### src/rtl/jfd_pkg.sv
`default_nettype none
package jfd_pkg;

  localparam int LEN_BYTES_DEF   = 4;
  localparam int QUEUE_DEPTH_DEF = 4;

  localparam logic [2:0] KIND_DATA    = 3'd0;
  localparam logic [2:0] KIND_GOOD    = 3'd1;
  localparam logic [2:0] KIND_SUMERR  = 3'd2;
  localparam logic [2:0] KIND_BADTYPE = 3'd3;
  localparam logic [2:0] KIND_QUIT    = 3'd4;

  localparam logic [2:0] TYPE_QUIT = 3'd7;

  // Results caused by one request: an optional payload result, then an
  // optional status (or quit) result.
  typedef struct packed {
    logic       has_data;
    logic [7:0] data;
    logic       sink;
    logic       has_status;
    logic [2:0] status;
  } entry_t;

endpackage
`default_nettype wire

### src/rtl/jfd_front.sv
`default_nettype none
module jfd_front #(
  parameter int LEN_BYTES = jfd_pkg::LEN_BYTES_DEF
) (
  input  wire logic           clk,
  input  wire logic           rst_n,
  input  wire logic           in_valid,
  input  wire logic [7:0]     in_rx_byte,
  input  wire logic           q_full,
  output jfd_pkg::entry_t     push_entry,
  output logic                push
);

  localparam int LW = 8 * LEN_BYTES;
  localparam int PW = $clog2(LEN_BYTES + 2);
  localparam logic [PW-1:0] PH_HEADER = '0;
  localparam logic [PW-1:0] PH_LAST   = PW'(LEN_BYTES);
  localparam logic [PW-1:0] PH_PAY    = PW'(LEN_BYTES + 1);

  logic [PW-1:0] phase_r, phase_nxt;
  logic [2:0]    job_kind_r, job_kind_nxt;
  logic [4:0]    expected_sum_r, expected_sum_nxt;
  logic [LW-1:0] bytes_left_r, bytes_left_nxt;
  logic [4:0]    running_sum_r, running_sum_nxt;
  logic          stopped_r, stopped_nxt;

  logic          accept;
  logic [LW-1:0] len_acc;
  logic [4:0]    sum_new;
  jfd_pkg::entry_t entry;

  function automatic logic [2:0] frame_status(input logic [4:0] sum,
                                              input logic [4:0] expected,
                                              input logic [2:0] kind);
    logic [2:0] st;
    if (sum != expected) begin
      st = jfd_pkg::KIND_SUMERR;
    end else if (kind > 3'd1) begin
      st = jfd_pkg::KIND_BADTYPE;
    end else begin
      st = jfd_pkg::KIND_GOOD;
    end
    return st;
  endfunction

  assign accept = in_valid && !q_full;
  assign sum_new = running_sum_r + in_rx_byte[4:0];

  always_comb begin
    len_acc = bytes_left_r;
    for (int k = 0; k < LEN_BYTES; k++) begin
      if (phase_r == PW'(k + 1)) begin
        len_acc[8*k +: 8] = in_rx_byte;
      end
    end
  end

  always_comb begin
    phase_nxt        = phase_r;
    job_kind_nxt     = job_kind_r;
    expected_sum_nxt = expected_sum_r;
    bytes_left_nxt   = bytes_left_r;
    running_sum_nxt  = running_sum_r;
    stopped_nxt      = stopped_r;
    entry            = '0;
    entry.sink       = (job_kind_r == 3'd1);
    if (accept && !stopped_r) begin
      if (phase_r == PH_HEADER) begin
        job_kind_nxt     = in_rx_byte[7:5];
        expected_sum_nxt = in_rx_byte[4:0];
        if (in_rx_byte[7:5] == jfd_pkg::TYPE_QUIT) begin
          stopped_nxt      = 1'b1;
          entry.has_status = 1'b1;
          entry.status     = jfd_pkg::KIND_QUIT;
          entry.sink       = 1'b0;
        end else begin
          bytes_left_nxt  = '0;
          running_sum_nxt = '0;
          phase_nxt       = PW'(1);
        end
      end else if (phase_r != PH_PAY) begin
        bytes_left_nxt = len_acc;
        if (phase_r == PH_LAST) begin
          if (len_acc == '0) begin
            // empty frame: report status right away
            entry.has_status = 1'b1;
            entry.status     = frame_status(running_sum_r, expected_sum_r, job_kind_r);
            phase_nxt        = PH_HEADER;
          end else begin
            phase_nxt = PH_PAY;
          end
        end else begin
          phase_nxt = phase_r + PW'(1);
        end
      end else begin
        running_sum_nxt = sum_new;
        bytes_left_nxt  = bytes_left_r - LW'(1);
        if (job_kind_r <= 3'd1) begin
          entry.has_data = 1'b1;
          entry.data     = in_rx_byte;
        end
        if (bytes_left_r == LW'(1)) begin
          entry.has_status = 1'b1;
          entry.status     = frame_status(sum_new, expected_sum_r, job_kind_r);
          phase_nxt        = PH_HEADER;
        end
      end
    end
  end

  assign push_entry = entry;
  assign push       = entry.has_data || entry.has_status;

  always_ff @(posedge clk) begin
    if (!rst_n) begin
      phase_r        <= PH_HEADER;
      job_kind_r     <= '0;
      expected_sum_r <= '0;
      bytes_left_r   <= '0;
      running_sum_r  <= '0;
      stopped_r      <= 1'b0;
    end else begin
      phase_r        <= phase_nxt;
      job_kind_r     <= job_kind_nxt;
      expected_sum_r <= expected_sum_nxt;
      bytes_left_r   <= bytes_left_nxt;
      running_sum_r  <= running_sum_nxt;
      stopped_r      <= stopped_nxt;
    end
  end

endmodule
`default_nettype wire

### src/rtl/jfd_queue.sv
`default_nettype none
module jfd_queue #(
  parameter int DEPTH = jfd_pkg::QUEUE_DEPTH_DEF
) (
  input  wire logic            clk,
  input  wire logic            rst_n,
  input  wire logic            push,
  input  jfd_pkg::entry_t      push_entry,
  output logic                 full,
  input  wire logic            pop,
  output logic                 head_valid,
  output jfd_pkg::entry_t      head_entry
);

  localparam int AW = (DEPTH > 1) ? $clog2(DEPTH) : 1;
  localparam int CW = $clog2(DEPTH + 1);

  jfd_pkg::entry_t mem_r [DEPTH];
  logic [AW-1:0] wr_ptr_r, rd_ptr_r;
  logic [CW-1:0] count_r;
  logic          do_push, do_pop;

  assign full       = (count_r == CW'(DEPTH));
  assign head_valid = (count_r != '0);
  assign head_entry = mem_r[rd_ptr_r];
  assign do_push    = push && !full;
  assign do_pop     = pop && head_valid;

  always_ff @(posedge clk) begin
    if (do_push) begin
      mem_r[wr_ptr_r] <= push_entry;
    end
  end

  always_ff @(posedge clk) begin
    if (!rst_n) begin
      wr_ptr_r <= '0;
      rd_ptr_r <= '0;
      count_r  <= '0;
    end else begin
      if (do_push) begin
        wr_ptr_r <= (wr_ptr_r == AW'(DEPTH - 1)) ? '0 : wr_ptr_r + AW'(1);
      end
      if (do_pop) begin
        rd_ptr_r <= (rd_ptr_r == AW'(DEPTH - 1)) ? '0 : rd_ptr_r + AW'(1);
      end
      if (do_push && !do_pop) begin
        count_r <= count_r + CW'(1);
      end else if (do_pop && !do_push) begin
        count_r <= count_r - CW'(1);
      end
    end
  end

endmodule
`default_nettype wire

### src/rtl/jfd_back.sv
`default_nettype none
module jfd_back (
  input  wire logic        clk,
  input  wire logic        rst_n,
  input  wire logic        head_valid,
  input  jfd_pkg::entry_t  head_entry,
  output logic             pop,
  output logic             out_valid,
  input  wire logic        out_stall,
  output logic [2:0]       out_kind,
  output logic             out_sink,
  output logic [7:0]       out_payload_byte,
  output logic             out_last
);

  logic       out_valid_r;
  logic [2:0] kind_r;
  logic       sink_r;
  logic [7:0] byte_r;
  logic       last_r;
  logic       pend_valid_r;
  logic [2:0] pend_status_r;
  logic       pend_sink_r;
  logic       load;

  // output slot is free or being taken this cycle
  assign load = !out_valid_r || !out_stall;
  assign pop  = load && !pend_valid_r && head_valid;

  always_ff @(posedge clk) begin
    if (!rst_n) begin
      out_valid_r  <= 1'b0;
      pend_valid_r <= 1'b0;
    end else if (load) begin
      if (pend_valid_r) begin
        out_valid_r  <= 1'b1;
        pend_valid_r <= 1'b0;
      end else begin
        out_valid_r  <= head_valid;
        pend_valid_r <= head_valid && head_entry.has_data && head_entry.has_status;
      end
    end
  end

  always_ff @(posedge clk) begin
    if (load) begin
      if (pend_valid_r) begin
        kind_r <= pend_status_r;
        sink_r <= pend_sink_r;
        byte_r <= '0;
        last_r <= 1'b1;
      end else if (head_entry.has_data) begin
        kind_r        <= jfd_pkg::KIND_DATA;
        sink_r        <= head_entry.sink;
        byte_r        <= head_entry.data;
        last_r        <= !head_entry.has_status;
        // hold the status until the output slot next loads
        pend_status_r <= head_entry.status;
        pend_sink_r   <= head_entry.sink;
      end else begin
        kind_r <= head_entry.status;
        sink_r <= head_entry.sink;
        byte_r <= '0;
        last_r <= 1'b1;
      end
    end
  end

  assign out_valid        = out_valid_r;
  assign out_kind         = kind_r;
  assign out_sink         = sink_r;
  assign out_payload_byte = byte_r;
  assign out_last         = last_r;

endmodule
`default_nettype wire

### src/rtl/job_frame_deframer_unit.sv
// Job frame deframer.
// Input channel: in_valid / in_stall carry one received stream byte
// (in_rx_byte) per request. A frame is a header byte (type in bits 7..5,
// checksum in bits 4..0), LEN_BYTES little-endian length bytes and the payload.
// Result channel: out_valid / out_stall carry kind, sink, payload_byte and
// last. Payload bytes of type 0 and 1 frames are forwarded as they arrive;
// a status (good, checksum error, bad type) closes each frame, a type 7
// header gives one quit result and the block then ignores input until reset.
// Throughput: one input byte per cycle while in_stall is low; a byte that
// causes two results (last payload byte plus status) gives two outputs in
// turn, the output side moving one result per cycle while out_stall is low.
// An accepted byte's results pass through the queue, then the output register.
// A queue of QUEUE_DEPTH entries sits between the parser and the output
// stage; while it is full in_stall is high. A stalled output holds its result.
// Synchronous reset (rst_n low) returns the parser to header-expected,
// empties the queue and clears the stopped state.
`default_nettype none
module job_frame_deframer_unit #(
  parameter int LEN_BYTES   = jfd_pkg::LEN_BYTES_DEF,
  parameter int QUEUE_DEPTH = jfd_pkg::QUEUE_DEPTH_DEF
) (
  input  wire logic       clk,
  input  wire logic       rst_n,
  input  wire logic       in_valid,
  output logic            in_stall,
  input  wire logic [7:0] in_rx_byte,
  output logic            out_valid,
  input  wire logic       out_stall,
  output logic [2:0]      out_kind,
  output logic            out_sink,
  output logic [7:0]      out_payload_byte,
  output logic            out_last
);

  jfd_pkg::entry_t push_entry;
  jfd_pkg::entry_t head_entry;
  logic            push;
  logic            q_full;
  logic            pop;
  logic            head_valid;

  assign in_stall = q_full;

  jfd_front #(
    .LEN_BYTES(LEN_BYTES)
  ) u_front (
    .clk        (clk),
    .rst_n      (rst_n),
    .in_valid   (in_valid),
    .in_rx_byte (in_rx_byte),
    .q_full     (q_full),
    .push_entry (push_entry),
    .push       (push)
  );

  jfd_queue #(
    .DEPTH(QUEUE_DEPTH)
  ) u_queue (
    .clk        (clk),
    .rst_n      (rst_n),
    .push       (push),
    .push_entry (push_entry),
    .full       (q_full),
    .pop        (pop),
    .head_valid (head_valid),
    .head_entry (head_entry)
  );

  jfd_back u_back (
    .clk              (clk),
    .rst_n            (rst_n),
    .head_valid       (head_valid),
    .head_entry       (head_entry),
    .pop              (pop),
    .out_valid        (out_valid),
    .out_stall        (out_stall),
    .out_kind         (out_kind),
    .out_sink         (out_sink),
    .out_payload_byte (out_payload_byte),
    .out_last         (out_last)
  );

endmodule
`default_nettype wire
### config.mk
export PLATFORM = sky130hd
export DESIGN_NAME = job_frame_deframer_unit
export DESIGN_NICKNAME = d
export VERILOG_FILES = /design/src/rtl/jfd_pkg.sv /design/src/rtl/jfd_front.sv /design/src/rtl/jfd_queue.sv /design/src/rtl/jfd_back.sv /design/src/rtl/job_frame_deframer_unit.sv
export SDC_FILE = /design/constraint.sdc
export NUM_CORES = 1
export LEC_CHECK = 0
export BUFFER_PORTS_ARGS = -buffer_cell sky130_fd_sc_hd__buf_2
export CORE_AREA = 2 2 194 101
export DETAILED_ROUTE_END_ITERATION = 8
export DIE_AREA = 0 0 196 103
export PLACE_DENSITY = 0.58
export SLEW_MARGIN = 20
export SYNTH_ARGS = -nofsm -noshare
export SYNTH_HDL_FRONTEND = slang
export SYNTH_SLANG_ARGS = --single-unit
### constraint.sdc
create_clock -name clk -period 3.7 [get_ports clk]
set_input_delay 0.74 -clock clk [delete_from_list [all_inputs] [get_ports clk]]
set_output_delay 0.74 -clock clk [all_outputs]
set_load 0.02 [all_outputs]
Yosys cells after proc, flatten, opt, wreduce, memory -nomap -nowiden --
Memory sizes are Yosys's and may differ from the RTL's. A register that Yosys moved wholly into a read port is not among the register bits. Index checks and enable logic that the tools add are counted.
Word-level totals: flip-flop bits (word level) 75, RAM bits 56, input port bits 12, output and inout port bits 15, logic and storage cells 119, memories 1
Cells by class: add/sub/neg operators 7, $lt $le $gt $ge 2, equality and inequality tests 15, mux-type cells 43, bitwise logic cells 2, reductions and logical operators 32
Memory list:
- u_queue.mem_r | words 4, bits a word 14, rd ports 1, clocked after Yosys merged registers in 1, write ports 1, line jfd_queue.sv:18 | jfd_pkg::entry_t mem_r [DEPTH];
Operators by type and width (count):
- $mux W32 | 3
- $mux W3 | 12
- $eq A32 B1 Y1 const B | 1
- $logic_not A32 Y1 | 1
- $mux W8 | 4
- $sub A32 B1 Y32 const B | 1
- $mux W9 | 3
- $mux W4 | 5
- $mux W5 | 4
- $mux W14 | 1
- $reduce_and A3 Y1 | 4
- $logic_and A1 B1 Y1 | 10
- $mux W2 | 5
- $ne A5 B5 Y1 | 2
- $eq A3 B3 Y1 const B | 3
- $logic_not A1 Y1 | 8
- $add A3 B1 Y3 const B | 2
- $eq A3 B1 Y1 const B | 2
- $eq A3 B2 Y1 const B | 2
- $mux W1 | 6
- $reduce_bool A3 Y1 | 2
- $add A5 B5 Y5 | 1
- $add A2 B1 Y2 const B | 2
- $eq A2 B2 Y1 const B | 2
- other kinds (12) | 15

Logic depth before layout (Yosys ltp) --
word-level depth 14, gate-level depth with buffers 16, mapped depth without buffers 13

Hierarchy --
Synthesis repeated with hierarchy kept, for this count alone.
Unflattened totals: cell total of the unflattened synthesis 656, area total of the unflattened synthesis 6872.8 sq um
Modules (own cells, without submodules):
- jfd_front | instances 1, cells each 487, area an instance 3607.2 sq um, sequential area each 980.9 sq um
- jfd_queue | instances 1, cells each 124, area an instance 2523.7 sq um, sequential area each 1861.8 sq um
- jfd_back | instances 1, cells each 45, area an instance 742.0 sq um, sequential area each 550.5 sq um

Worst setup path before layout --
Ideal clock, no wire load.
kind register to register, start register u_front.phase_r[2], end register u_queue.count_r[2], setup time 0.076 ns, arrival time 3.663 ns, data required time 3.624 ns, setup slack -0.038 ns, stages on the path, launching flop included 17, path buffers 3, period minus slack after synthesis 3.738 ns, path through dfxtp_1 -> buf_4 -> inv_1 -> clkbuf_1 -> ha_1 -> clkbuf_1 -> mux2i_1 -> nand4_1 -> a211oi_1 -> nand4_2 -> a32oi_4 -> ha_1 -> inv_1 -> fa_1 -> xor2_1 -> or3_1 -> a21boi_0
On the way: word-level cells in the longest chain between the ends 13, elaborated cells between the ends (all ways) 25, classes of those cells eq/ne (5); mux (12); reduce/logical (8)
Ends and longest elaborated chain:
- from (decl) | line jfd_front.sv:20 | logic [PW-1:0] phase_r, phase_nxt;
- from (signal assigned) | line jfd_front.sv:123 | phase_r <= phase_nxt;
- $eq A3 B1 Y1, or another cell as far along | line jfd_front.sv:52 | if (phase_r == PW'(k + 1)) begin
- $mux W8 | line jfd_front.sv:52
- $logic_not A32 Y1 | line jfd_front.sv:84 | if (len_acc == '0) begin
- $mux W4 | line jfd_front.sv:84
- $mux W4 | line jfd_front.sv:83 | if (phase_r == PH_LAST) begin
- $mux W4 | line jfd_front.sv:81 | end else if (phase_r != PH_PAY) begin
- $mux W4 | line jfd_front.sv:68 | if (phase_r == PH_HEADER) begin
- $mux W14 (*) | line jfd_front.sv:67 | if (accept && !stopped_r) begin
- $logic_or A1 B1 Y1 (*) | line jfd_front.sv:112 | assign push = entry.has_data || entry.has_status;
- $logic_and A1 B1 Y1 (*) | line jfd_queue.sv:26 | assign do_push = push && !full;
- via u_queue.do_push | line jfd_queue.sv:21 | logic do_push, do_pop;
- $logic_not A1 Y1 | line jfd_queue.sv:49 | end else if (do_pop && !do_push) begin
- $logic_and A1 B1 Y1 | line jfd_queue.sv:49
- $reduce_bool A2 Y1 (no source line)
- to (signal assigned) | line jfd_queue.sv:48 | count_r <= count_r + CW'(1);
- to (signal assigned) | line jfd_queue.sv:50 | count_r <= count_r - CW'(1);
- to (decl) | line jfd_queue.sv:20 | logic [CW-1:0] count_r;
The timed path passes the listed nets; every way through them passes the cells marked *. A chain may end at the register's enable or synchronous reset.

Final worst setup path --
start register u_front.phase_r[0], end register u_queue.count_r[2]
The elaborated chain is that of the path after synthesis.

==> metrics <==
# fillers=1742; Synth async-reset ratio=0; Clock Skew=0.00899 ns; gr usage total=0.219; drt total wl=21100 um; total CTS buffers=17; final antenna diode count=0; Tmin final=3.45 ns; worst vdd ir=0.382 mV; cells along the critical path=ha_1 -> ha_1 -> mux2i_1 -> nand4_1 -> a211oi_1 -> nand4_2 -> a32oi_4 -> ha_1 -> inv_1 -> fa_1 -> xor2_1 -> or3_1 -> a21boi_0; core area=18700 um2; vias per cell=5.86; slowest CP cell=dfxtp_1; largest net degree at the start of global routing=40; Worst-Skew Late Latency=0.42 ns; htree depth=4; full die area=20200 um2; setup TNS=0 ns; Design Area, Final=8200 um2; Max Freq=290 MHz; die height=103 um; CTS clk-pin slew, worst paths=0.06 ns; first-pass GRT wire length=32800 um; Final Wtd Congestion=0.961; RSZ-0062 raised after global routing=no; number of synthesized flops with an enable pin=73; Total Power=5.24 mW; most frequent cells in the layout=73 x edfxtp_1, 60 x dfxtp_1, 54 x o21ai_0; nature of the critical path startpoint=register; Starting Density=0.386; final setup vio count=0; 1st-iter DRT viols=558; WS Path Type=register to register; Rel. slew slack=0.472; Max Buffers Root-to-Sink=2; # IOs=27; routed wire length per instance=21.4 um; vias post-DR=5757; outcome=completed; pre-CTS WS=0.146 ns; post-place instance area=7690 um2; PD cells=639 nW/um2; Rows=36; final slew viol count=0; Crit Path Max Fanout=5; Primary FF master, synth=edfxtp_1; Worst Max-Slew Pin Slew=0.783 ns; crit share post-route=0.933; first drt pass iteration count=5; CP startpoint=u_front.phase_r[0]$_SDFFE_PN0P_; #FFs+latches synth=133; Setup crit end kind=register; initial antenna violation count=0; syn nets=725; width of the die=196 um; Worst Path Arrival=3.79 ns; Seq/Total Area, Yosys=0.470; layout cells sized above 1=0.178; Crit path largest cell delay=0.39 ns; CTS tree=done; vias in the first global route=5500; root cell of the clock tree=clkbuf_16; # nets final=757; post-CTS setup buffers=0; Cell variety after synth=83; total gr overflow=0; Final ANT Viol Nets=0; layout overhead on the synthesized area=13.5%; Max Cap Violations=0; Reg2Reg Launch Point=u_front.phase_r[0]$_SDFFE_PN0P_; Synthesis Warnings=0; # port buffers=26; most common cell after layout, fill and taps aside=edfxtp_1; cells after synthesis=693; DR DRC count=0; CTS sink cnt=133; hpwl dp=15500 um; mapped cell area=7230 um2; Avg Inst Size Synth=10.4 um2; Worst Hold Class=register to register; Crit path top cell by count=ha_1; Hold Fails Final Rpt=0; hold_buf cts=0; Final WS setup=0.248 ns; Req. time, crit path=4.04 ns; Static Leak=3.03 nW; Hold Path Origin=u_front.job_kind_r[2]$_SDFFE_PN0P_; Post-CTS Resized=0
==> worst max-delay path, delay by kind of cell (launching register included) <==
kind                       cells  cell delay [ns]
DFF                            1             0.39
xor gates and xnor gates       1             0.15
adders and majority gates      4             1.03
buffers and inverters          1             0.06
AOI/OAI and AO/OA              3             0.82
and+or+nand+nor                3             0.69
muxes                          1             0.23
==> sequential cells by signal, indices dropped and copies added (netlist names), named ones only <==
signal                   cells
u_front.stopped_r            1
u_front.expected_sum_r       5
u_front.running_sum_r        5
u_queue.mem_r               56
u_front.phase_r              3
u_back.out_kind              3
u_back.out_sink              1
u_back.out_payload_byte      8
u_back.out_valid             1
u_front.bytes_left_r        32
u_back.pend_valid_r          1
u_queue.count_r              3
u_queue.wr_ptr_r             2
u_back.out_last              1
u_back.pend_sink_r           1
u_front.job_kind_r           3
u_back.pend_status_r         3
u_queue.rd_ptr_r             2
==> cell families (layout without fill, tap and decap cells) <==
family / Yosys count / count (layout) / share of synthesized area
AND/OR/NAND/NOR: 235 / 235 / 0.178
buffers and inverters: 64 / 107 / 0.0428
flip-flops: 133 / 133 / 0.470
adder cells (fa/ha/maj): 20 / 20 / 0.0367
XOR/XNOR: 17 / 17 / 0.0246
AO/OA/AOI/OAI: 190 / 190 / 0.176
multiplexers: 34 / 34 / 0.0719
==> cells in the mapped netlist, drive strengths merged (9+ instances only) <==
cell type  number  share of area
ha             18          0.031
mux2i          17          0.024
mux4           14          0.044
a21oi          38          0.026
nand2b         10         0.0087
nand3          17          0.012
nand2          53          0.028
a21boi         24          0.025
dfxtp          60           0.17
buf            15          0.017
and2           17          0.015
nor2           45          0.024
clkbuf         35          0.019
edfxtp         73           0.30
nor4           10          0.012
o21ai          55          0.038
nor2b          25          0.022
inv            14         0.0073
nor3           20          0.015
and3            9         0.0080
==> path summary, 6_finish.rpt <==
| path | endpoint | slack [ns] | cells after the start |
|---|---|---|---|
| min reg2reg | u_front.job_kind_r[2]$_SDFFE_PN0P_ | 0.49 | 2 |
| max | u_queue.count_r[2]$_SDFFE_PN0P_ | 0.25 | 13 |
| max reg2reg | u_queue.count_r[2]$_SDFFE_PN0P_ | 0.25 | 13 |
| min | u_front.job_kind_r[2]$_SDFFE_PN0P_ | 0.49 | 2 |
==> metal layers <==
metal	routed length, um	vias to the layer above	part of all wire	track usage
met4	138	0	0.0065	0.0524
li1	-	2651	-	-
met5	0	-	0	0
met1	11100	2841	0.53	0.355
met2	7660	249	0.36	0.270
met3	2190	16	0.10	0.0628
==> where the power goes <==
part	internal [mW]	switching, mW
clock network	0.843	0.650
logic	0.655	1.14
registers	1.83	0.120
==> area by class of cell <==
cell class / count / area [um2] / area share
clock inverters: 13 / 85.1 / 0.0104
well taps: 247 / 309 / 0.0377
inverters: 14 / 52.6 / 0.00641
flip-flops and latches: 133 / 3390 / 0.414
clock buffers: 17 / 425 / 0.0519
repair buffers: 63 / 408 / 0.0497
multi-input cells: 496 / 3530 / 0.430
==> metrics by stage <==
step | hold slack (ns) | cells | utilization
after floorplan | 0.456 | 693 | -
after global placement | 0.469 | 953 | 0.410
after global routing | 0.527 | 983 | 0.438
final | 0.489 | 983 | 0.438
after CTS | 0.485 | 983 | 0.437
after detailed placement | 0.477 | 953 | 0.410
(Power assumes the default switching activity.)
